<file path="config.mk">
export PLATFORM = sky130hd
export DESIGN_NAME = two_class_age_ordered_fifo_top_flat
export DESIGN_NICKNAME = d
export VERILOG_FILES = /design/src/sv/tcaof_pkg.sv /design/src/sv/tcaof_if.sv /design/src/sv/tcaof_queue.sv /design/src/sv/two_class_age_ordered_fifo_top.sv /design/src/flat_wrapper.sv
export SDC_FILE = /design/constraint.sdc
export NUM_CORES = 2
export LEC_CHECK = 0
export ABC_CLOCK_PERIOD_IN_PS = 10400
export BUFFER_PORTS_ARGS = -buffer_cell sky130_fd_sc_hd__buf_2
export CORE_MARGIN = 3
export CORE_UTILIZATION = 61
export CTS_BUF_LIST = sky130_fd_sc_hd__clkbuf_8 sky130_fd_sc_hd__clkbuf_16
export CTS_CLUSTER_DIAMETER = 120
export DETAILED_ROUTE_END_ITERATION = 10
export PLACE_DENSITY = 0.78
export SLEW_MARGIN = 0
export SYNTH_ARGS = -nofsm -noshare
export SYNTH_HDL_FRONTEND = slang
export SYNTH_SLANG_ARGS = --single-unit
</file>
<file path="constraint.sdc">
create_clock -name clk -period 10.4 [get_ports clk]
set_input_delay 0.52 -clock clk [delete_from_list [all_inputs] [get_ports clk]]
set_output_delay 0.52 -clock clk [all_outputs]
set_load 0.05 [all_outputs]
</file>
<file path="src/sv/tcaof_pkg.sv">
package tcaof_pkg;

  // Fixed field widths
  localparam int ACT_W   = 3;
  localparam int ID_W    = 16;
  localparam int STAMP_W = 32;
  localparam int STAT_W  = 2;

  // Default depth of each class queue
  localparam int QUEUE_DEPTH_DEF = 16;

  // Request codes; codes above ACT_GET_OLD mean nothing
  typedef enum logic [ACT_W-1:0] {
    ACT_PUT_A   = 3'd0,
    ACT_PUT_B   = 3'd1,
    ACT_GET_A   = 3'd2,
    ACT_GET_B   = 3'd3,
    ACT_GET_OLD = 3'd4
  } action_t;

  // Result status codes
  typedef enum logic [STAT_W-1:0] {
    ST_OK    = 2'd0,
    ST_EMPTY = 2'd1,
    ST_FULL  = 2'd2
  } status_t;

  // One stored entry: identifier and arrival stamp
  typedef struct packed {
    logic [ID_W-1:0]    id;
    logic [STAMP_W-1:0] stamp;
  } entry_t;

  // Controls from the top level into one class queue
  typedef struct packed {
    logic   push;
    logic   pop;
    entry_t wdata;
  } queue_ctl_t;

  // Status from one class queue back to the top level
  typedef struct packed {
    logic   empty;
    logic   full;
    entry_t head;
  } queue_sts_t;

endpackage

</file>
<file path="src/sv/tcaof_if.sv">
// Request channel
interface tcaof_in_if;
  import tcaof_pkg::*;

  logic                 valid;
  logic                 ready;
  logic [ACT_W-1:0]     action;
  logic [ID_W-1:0]      item_id;

  modport source (output valid, output action, output item_id, input ready);
  modport sink   (input valid, input action, input item_id, output ready);
endinterface

// Result channel
interface tcaof_out_if;
  import tcaof_pkg::*;

  logic                 valid;
  logic                 ready;
  logic [STAT_W-1:0]    status;
  logic [ID_W-1:0]      out_item;
  logic                 out_class;
  logic [STAMP_W-1:0]   out_stamp;

  modport source (output valid, output status, output out_item, output out_class,
                  output out_stamp, input ready);
  modport sink   (input valid, input status, input out_item, input out_class,
                  input out_stamp, output ready);
endinterface

</file>
<file path="src/sv/tcaof_queue.sv">
// One class queue: circular buffer in a memory with a prefetched head entry.
module tcaof_queue #(
  parameter int DEPTH = tcaof_pkg::QUEUE_DEPTH_DEF
) (
  input  logic                   clk,
  input  logic                   rst_n,
  input  tcaof_pkg::queue_ctl_t  ctl,
  output tcaof_pkg::queue_sts_t  sts
);
  import tcaof_pkg::*;

  localparam int AW = (DEPTH > 1) ? $clog2(DEPTH) : 1;
  localparam int CW = $clog2(DEPTH + 1);

  entry_t          mem [DEPTH];
  logic [AW-1:0]   head_r;
  logic [AW-1:0]   head_nxt;
  logic [CW-1:0]   count_r;
  logic [CW-1:0]   count_nxt;
  logic [AW:0]     tail_sum;
  logic [AW-1:0]   tail;
  entry_t          rd_q_r;
  logic            byp_r;
  logic            byp_nxt;
  entry_t          byp_data_r;

  // Tail address = (head + count) mod DEPTH, sum stays below 2*DEPTH
  always_comb begin
    tail_sum = {1'b0, head_r} + (AW+1)'(count_r);
    if (tail_sum >= (AW+1)'(DEPTH)) begin
      tail = AW'(tail_sum - (AW+1)'(DEPTH));
    end else begin
      tail = AW'(tail_sum);
    end
  end

  // Pointer and occupancy updates
  always_comb begin
    head_nxt  = head_r;
    count_nxt = count_r;
    if (ctl.pop) begin
      head_nxt  = (head_r == AW'(DEPTH - 1)) ? '0 : head_r + AW'(1);
      count_nxt = count_r - CW'(1);
    end else if (ctl.push) begin
      count_nxt = count_r + CW'(1);
    end
  end

  // A push into an empty queue lands on the head slot being read
  assign byp_nxt = ctl.push && (tail == head_nxt);

  always_ff @(posedge clk) begin
    if (!rst_n) begin
      head_r  <= '0;
      count_r <= '0;
      byp_r   <= 1'b0;
    end else begin
      head_r  <= head_nxt;
      count_r <= count_nxt;
      byp_r   <= byp_nxt;
    end
  end

  // Storage: one write port at the tail, registered read of the next head
  always_ff @(posedge clk) begin
    if (ctl.push) begin
      mem[tail] <= ctl.wdata;
    end
    rd_q_r     <= mem[head_nxt];
    byp_data_r <= ctl.wdata;
  end

  // Status back to the controller
  always_comb begin
    sts.empty = (count_r == '0);
    sts.full  = (count_r == CW'(DEPTH));
    sts.head  = byp_r ? byp_data_r : rd_q_r;
  end

endmodule

</file>
<file path="src/sv/two_class_age_ordered_fifo_top.sv">
// Two-class age-ordered FIFO. Requests put an identifier into class A or B,
// get the head of one class, or get the older of the two heads. Every put
// that is taken is stamped from a shared 32-bit arrival counter (first stamp
// after reset is 1); the oldest-get compares head stamps by wrapped
// difference, valid while the two head stamps are under 2^31 apart, and
// picks A on a tie. A put to a full class is dropped with status full and
// uses no stamp; a get from an empty class returns status empty. Each
// request gives exactly one result transaction. One request is taken per
// clock: the request register feeds the queue heads and counters directly,
// and the result register is loaded from them when the request moves on,
// so throughput is one transaction per cycle; only a stalled result channel
// holds the input off. Each class queue is QUEUE_DEPTH entries in a
// memory with a prefetched head entry; no clearing pass is needed after reset.
module two_class_age_ordered_fifo_top #(
  parameter int QUEUE_DEPTH = tcaof_pkg::QUEUE_DEPTH_DEF
) (
  input  logic              clk,
  input  logic              rst_n,
  tcaof_in_if.sink          in_chan,
  tcaof_out_if.source       out_chan
);
  import tcaof_pkg::*;

  // Request register
  logic               in_v_r;
  logic [ACT_W-1:0]   in_act_r;
  logic [ID_W-1:0]    in_id_r;

  // Result register
  logic               out_v_r;
  status_t            st_r;
  logic [ID_W-1:0]    item_r;
  logic               cls_r;
  logic [STAMP_W-1:0] stamp_r;

  logic [STAMP_W-1:0] counter_r;
  logic [STAMP_W-1:0] stamp_new;
  logic [STAMP_W-1:0] diff;

  logic               proc;
  logic               cnt_inc;
  status_t            res_st;
  logic [ID_W-1:0]    res_item;
  logic               res_cls;
  logic [STAMP_W-1:0] res_stamp;
  logic               pick_b;

  queue_ctl_t         ctl_a;
  queue_ctl_t         ctl_b;
  queue_sts_t         sts_a;
  queue_sts_t         sts_b;

  // Handshake: the request moves on when the result slot is free or draining
  assign proc          = in_v_r && (!out_v_r || out_chan.ready);
  assign in_chan.ready = !in_v_r || proc;

  always_ff @(posedge clk) begin
    if (!rst_n) begin
      in_v_r <= 1'b0;
    end else if (in_chan.ready) begin
      in_v_r <= in_chan.valid;
    end
  end

  always_ff @(posedge clk) begin
    if (in_chan.valid && in_chan.ready) begin
      in_act_r <= in_chan.action;
      in_id_r  <= in_chan.item_id;
    end
  end

  // Class queues
  tcaof_queue #(.DEPTH(QUEUE_DEPTH)) u_queue_a (
    .clk   (clk),
    .rst_n (rst_n),
    .ctl   (ctl_a),
    .sts   (sts_a)
  );

  tcaof_queue #(.DEPTH(QUEUE_DEPTH)) u_queue_b (
    .clk   (clk),
    .rst_n (rst_n),
    .ctl   (ctl_b),
    .sts   (sts_b)
  );

  // Stamp for a put, and age order of the two heads
  assign stamp_new = counter_r + STAMP_W'(1);
  assign diff      = sts_b.head.stamp - sts_a.head.stamp;
  assign pick_b    = sts_a.empty || (!sts_b.empty && diff[STAMP_W-1]);

  // Request decode and result formation
  always_comb begin
    ctl_a       = '0;
    ctl_b       = '0;
    ctl_a.wdata = '{id: in_id_r, stamp: stamp_new};
    ctl_b.wdata = '{id: in_id_r, stamp: stamp_new};
    cnt_inc     = 1'b0;
    res_st      = ST_EMPTY;
    res_item    = '0;
    res_cls     = 1'b0;
    res_stamp   = '0;
    unique case (action_t'(in_act_r))
      ACT_PUT_A: begin
        res_item = in_id_r;
        if (sts_a.full) begin
          res_st = ST_FULL;
        end else begin
          res_st     = ST_OK;
          res_stamp  = stamp_new;
          ctl_a.push = proc;
          cnt_inc    = proc;
        end
      end
      ACT_PUT_B: begin
        res_item = in_id_r;
        res_cls  = 1'b1;
        if (sts_b.full) begin
          res_st = ST_FULL;
        end else begin
          res_st     = ST_OK;
          res_stamp  = stamp_new;
          ctl_b.push = proc;
          cnt_inc    = proc;
        end
      end
      ACT_GET_A: begin
        if (!sts_a.empty) begin
          res_st    = ST_OK;
          res_item  = sts_a.head.id;
          res_stamp = sts_a.head.stamp;
          ctl_a.pop = proc;
        end
      end
      ACT_GET_B: begin
        res_cls = 1'b1;
        if (!sts_b.empty) begin
          res_st    = ST_OK;
          res_item  = sts_b.head.id;
          res_stamp = sts_b.head.stamp;
          ctl_b.pop = proc;
        end
      end
      ACT_GET_OLD: begin
        if (!(sts_a.empty && sts_b.empty)) begin
          res_st = ST_OK;
          if (pick_b) begin
            res_cls   = 1'b1;
            res_item  = sts_b.head.id;
            res_stamp = sts_b.head.stamp;
            ctl_b.pop = proc;
          end else begin
            res_item  = sts_a.head.id;
            res_stamp = sts_a.head.stamp;
            ctl_a.pop = proc;
          end
        end
      end
      default: begin
        res_st = ST_EMPTY;
      end
    endcase
  end

  // Arrival counter
  always_ff @(posedge clk) begin
    if (!rst_n) begin
      counter_r <= '0;
    end else if (cnt_inc) begin
      counter_r <= stamp_new;
    end
  end

  // Result register
  always_ff @(posedge clk) begin
    if (!rst_n) begin
      out_v_r <= 1'b0;
    end else if (proc) begin
      out_v_r <= 1'b1;
    end else if (out_chan.ready) begin
      out_v_r <= 1'b0;
    end
  end

  always_ff @(posedge clk) begin
    if (proc) begin
      st_r    <= res_st;
      item_r  <= res_item;
      cls_r   <= res_cls;
      stamp_r <= res_stamp;
    end
  end

  assign out_chan.valid     = out_v_r;
  assign out_chan.status    = st_r;
  assign out_chan.out_item  = item_r;
  assign out_chan.out_class = cls_r;
  assign out_chan.out_stamp = stamp_r;

endmodule
</file>
<file path="src/flat_wrapper.sv">
// flat-port wrapper written by rule: the top's interface ports become plain ports
module two_class_age_ordered_fifo_top_flat import tcaof_pkg::*;
#(
  parameter int QUEUE_DEPTH = tcaof_pkg::QUEUE_DEPTH_DEF
)
  (clk, rst_n, in_chan_valid, in_chan_action, in_chan_item_id, in_chan_ready, out_chan_valid, out_chan_status, out_chan_out_item, out_chan_out_class, out_chan_out_stamp, out_chan_ready);
  tcaof_in_if in_chan_i ();
  tcaof_out_if out_chan_i ();
  input  logic clk;
  input  logic rst_n;
  input wire logic [$bits(in_chan_i.valid)-1:0] in_chan_valid;
  input wire logic [$bits(in_chan_i.action)-1:0] in_chan_action;
  input wire logic [$bits(in_chan_i.item_id)-1:0] in_chan_item_id;
  output wire logic [$bits(in_chan_i.ready)-1:0] in_chan_ready;
  output wire logic [$bits(out_chan_i.valid)-1:0] out_chan_valid;
  output wire logic [$bits(out_chan_i.status)-1:0] out_chan_status;
  output wire logic [$bits(out_chan_i.out_item)-1:0] out_chan_out_item;
  output wire logic [$bits(out_chan_i.out_class)-1:0] out_chan_out_class;
  output wire logic [$bits(out_chan_i.out_stamp)-1:0] out_chan_out_stamp;
  input wire logic [$bits(out_chan_i.ready)-1:0] out_chan_ready;
  assign in_chan_i.valid = in_chan_valid;
  assign in_chan_i.action = in_chan_action;
  assign in_chan_i.item_id = in_chan_item_id;
  assign in_chan_ready = in_chan_i.ready;
  assign out_chan_valid = out_chan_i.valid;
  assign out_chan_status = out_chan_i.status;
  assign out_chan_out_item = out_chan_i.out_item;
  assign out_chan_out_class = out_chan_i.out_class;
  assign out_chan_out_stamp = out_chan_i.out_stamp;
  assign out_chan_i.ready = out_chan_ready;
  two_class_age_ordered_fifo_top #(.QUEUE_DEPTH(QUEUE_DEPTH)) u_core (.clk(clk), .rst_n(rst_n), .in_chan(in_chan_i), .out_chan(out_chan_i));
endmodule
</file>
==> results.json <==
{
  "cp.arrival_ps": 8140,
  "cts-root-buf": "clkbuf_16",
  "antenna_found_initial": 9,
  "dpl_cell_area_um2": 74900,
  "crit_path_frequent_cell": "buf_4",
  "final_hold_viol_count": 0,
  "clk_latency_ps": 800,
  "cts_sinks": 1804,
  "async_flop_share_pct": 0,
  "ys.flop_type": "edfxtp_1",
  "totalWireLength_mm": 195,
  "yosysWarnings": 0,
  "drtIter0Drc": 6455,
  "rows": 125,
  "synth_seq_cells": 1804,
  "leakage_nw": 30.3,
  "clock.fmax_ghz": 0.134,
  "fin_tns_setup_ps": 0,
  "synth_top_area_share_pct": 66.4,
  "start_util_pct": 62.0,
  "overflow": 0,
  "die-area_um2": 123000,
  "cp.required_ps": 11070,
  "yosysTopAreaCell": "edfxtp_1",
  "port_buffers": 75,
  "cp_max_fo": 63,
  "first_global_vias": 44300,
  "core_um2": 117000,
  "syn_area_um2": 72600,
  "die_w_um": 351,
  "powerDensity_nw_per_um2": 178,
  "area_growth_pct": 11.3,
  "worstSetupStartpointType": "flip-flop",
  "place_congestion": 0.871,
  "dp_hpwl_mm": 101,
  "grt_pass1_wl_mm": 285,
  "layout-drive-gt1-share_pct": 11.4,
  "critPathCaptureType": "flip-flop",
  "remaining_drc_errors": 0,
  "cts_buffer_depth": 3,
  "synth_area_leaders": "edfxtp_1 (66%), dfxtp_1 (5.5%), mux2i_1 (5.1%), nand2_1 (4.0%), o211a_1 (2.0%)",
  "skew_ps": 26.6,
  "wl_per_cell_um": 29.2,
  "clkTransAtPathRegs_ps": 60,
  "rsz0062_at_grt": "no",
  "io_pins": 76,
  "ir_drop_uv": 182,
  "dr.pass1.iters": 8,
  "cts_buffers": 173,
  "stdcell_area_um2": 80800,
  "cts_resized": 0,
  "crit_chain": "mux2_2, ha_1, a21oi_1, a31oi_1, a211oi_1, o21ai_2, a32o_1, nor2_2, o21ai_4, inv_4, buf_4, o31a_1, or2_4, buf_4, a2111oi_0, or4_1",
  "h-tree-depth": 4,
  "vias": 45500,
  "report.final.slew_viol_count": 0,
  "cts_tree": "yes",
  "syn_nets": 5039,
  "setup_viol": 0,
  "grt_usage_pct": 31.4,
  "status": "finished clean",
  "slowest_stage": "dfxtp_4",
  "drtAntennaViolNets": 0,
  "synth_cells": 4967,
  "relSlewSlack_pct": 15.0,
  "max_stage_delay_ps": 1020,
  "finalNetCount": 5064,
  "synth_cell_types": 70,
  "synth-edff-count": 1606,
  "drv_cap": 0,
  "grt_max_degree": 165,
  "worstMarginPinSlew_ps": 1270,
  "post_cts_buffers": 0,
  "die_y_um": 351,
  "syn_area_per_cell_um2": 14.6,
  "ys_seq_area_share_pct": 71.9,
  "hp-class": "in -> reg",
  "via_per_inst": 6.83,
  "post-route-period-util_pct": 71.8,
  "critPathKind": "reg -> reg",
  "period_minus_slack_ps": 7470
}
## layout make-up
| class | instances | area (µm²) |
|---|---|---|
| Antenna cell | 2 | 5.00 |
| Clock buffer | 195 | 4690 |
| Clock inverter | 132 | 1020 |
| Fill cell | 7407 | 36300 |
| Inverter | 14 | 55.1 |
| Multi-Input combinational cell | 2786 | 19400 |
| Sequential cell | 1804 | 52200 |
| Tap cell | 1524 | 1910 |
| Timing Repair Buffer | 213 | 1520 |
## cells in the mapped netlist, types with 12 or more instances
library cell / count
a32o_1: 50
buf_6: 13
mux2i_1: 373
and2_1: 40
buf_1: 16
buf_2: 59
nand2_1: 773
and3_1: 109
nor2_1: 90
or4_1: 48
nand3_1: 131
a221oi_1: 124
o21ai_0: 77
a221o_1: 67
a31oi_1: 100
dfxtp_1: 198
clkbuf_1: 262
xor2_1: 29
ha_1: 45
a2111oi_0: 47
nor4_1: 51
xnor2_1: 50
nor3_1: 15
o22ai_1: 20
mux2_2: 32
a21oi_1: 115
a211oi_1: 149
edfxtp_1: 1606
inv_1: 12
o211a_1: 148
## layout by cell type, fill, tap and decap left out, types with 76 or more instances in the layout
master and count:
buf_4 113, a31oi_1 100, edfxtp_1 1606, o21ai_0 76, a21oi_1 115, mux2i_1 371, o211a_1 148, dfxtp_1 196
a221oi_1 124, a211oi_1 149, clkbuf_16 178, nand3_1 130, and3_1 109, nand2_1 772
## critical path, delay by kind of cell (launching register included)
family	cells	cell delay, ps
AO/OA/AOI/OAI	8	2100
buffers and inverters	3	1790
AND/OR/NAND/NOR	3	1580
flip-flops	1	1020
multiplexers	1	450
adder cells (fa/ha/maj)	1	330
## power breakdown
part	leakage, nW	switching, mW	internal (mW)
logic	10.8	0.181	0.0840
registers	16.6	0.0543	7.85
clock network	2.93	2.71	3.54
total	30.3	2.94	11.5
## kinds of logic (layout without fill, tap and decap cells)
kind of cell               Yosys count  count (layout)  synth area share (%)
DFF                               1804            1804                  71.9
and+or+nand+nor                   1310            1310                  8.18
AOI/OAI and AO/OA                  941             941                  10.2
muxes                              407             407                  5.69
buffers and inverters              377             554                  2.25
xor gates and xnor gates            79              79                 0.953
adders and majority gates           49              49                 0.886
other                                0               2                     0
## worst paths after layout
path / slack, ps / cells after the start / endpoint / from
worst min-delay path: 110 / 3 / u_core.out_chan.valid / out_chan_ready
worst max-delay path: 2930 / 16 / u_core.u_queue_b.rd_q_r[5] / u_core.u_queue_b.byp_r
worst max register to register: 2930 / 16 / u_core.u_queue_b.rd_q_r[5] / u_core.u_queue_b.byp_r
worst min register to register: 510 / 2 / u_core.counter_r[1] / u_core.counter_r[1]
## metrics by stage
stage	instances	setup slack, ps	util (%)	hold slack (ps)	power, mW
floorplan	4967	5070	-	474	8.21
global placement	6321	3260	63.9	491	8.30
detailed placement	6321	3100	63.9	505	8.31
CTS	6668	3080	69.0	33.7	14.4
global route	6668	2730	69.0	110	14.8
finish	6670	2930	69.0	114	14.4
## metal layers
metal	vias to the layer above	GRT usage [%]	routed length (µm)
li1	19400	-	-
met1	22600	42.7	72200
met2	3032	49.0	90200
met3	524	7.03	23100
met4	4	14.0	9020
met5	-	0	22
## flip-flops by register name, indices dropped and copies added (netlist names), 4 cells and up
register,flops
u_core.counter_r,32
u_core.u_queue_b.count_r,5
u_core.in_id_r,16
u_core.out_chan.out_item,16
u_core.u_queue_b.mem,768
u_core.u_queue_a.head_r,4
u_core.u_queue_a.byp_data_r,48
u_core.u_queue_b.head_r,4
u_core.u_queue_a.mem,768
u_core.u_queue_a.rd_q_r,48
u_core.u_queue_a.count_r,5
u_core.out_chan.out_stamp,32
u_core.u_queue_b.rd_q_r,48
## what timing repair did
action                     CTS  global route
hold endpoints to repair    20             0
hold buffers                20             0
setup endpoints to repair    0             0
(Power assumes the default switching activity.)
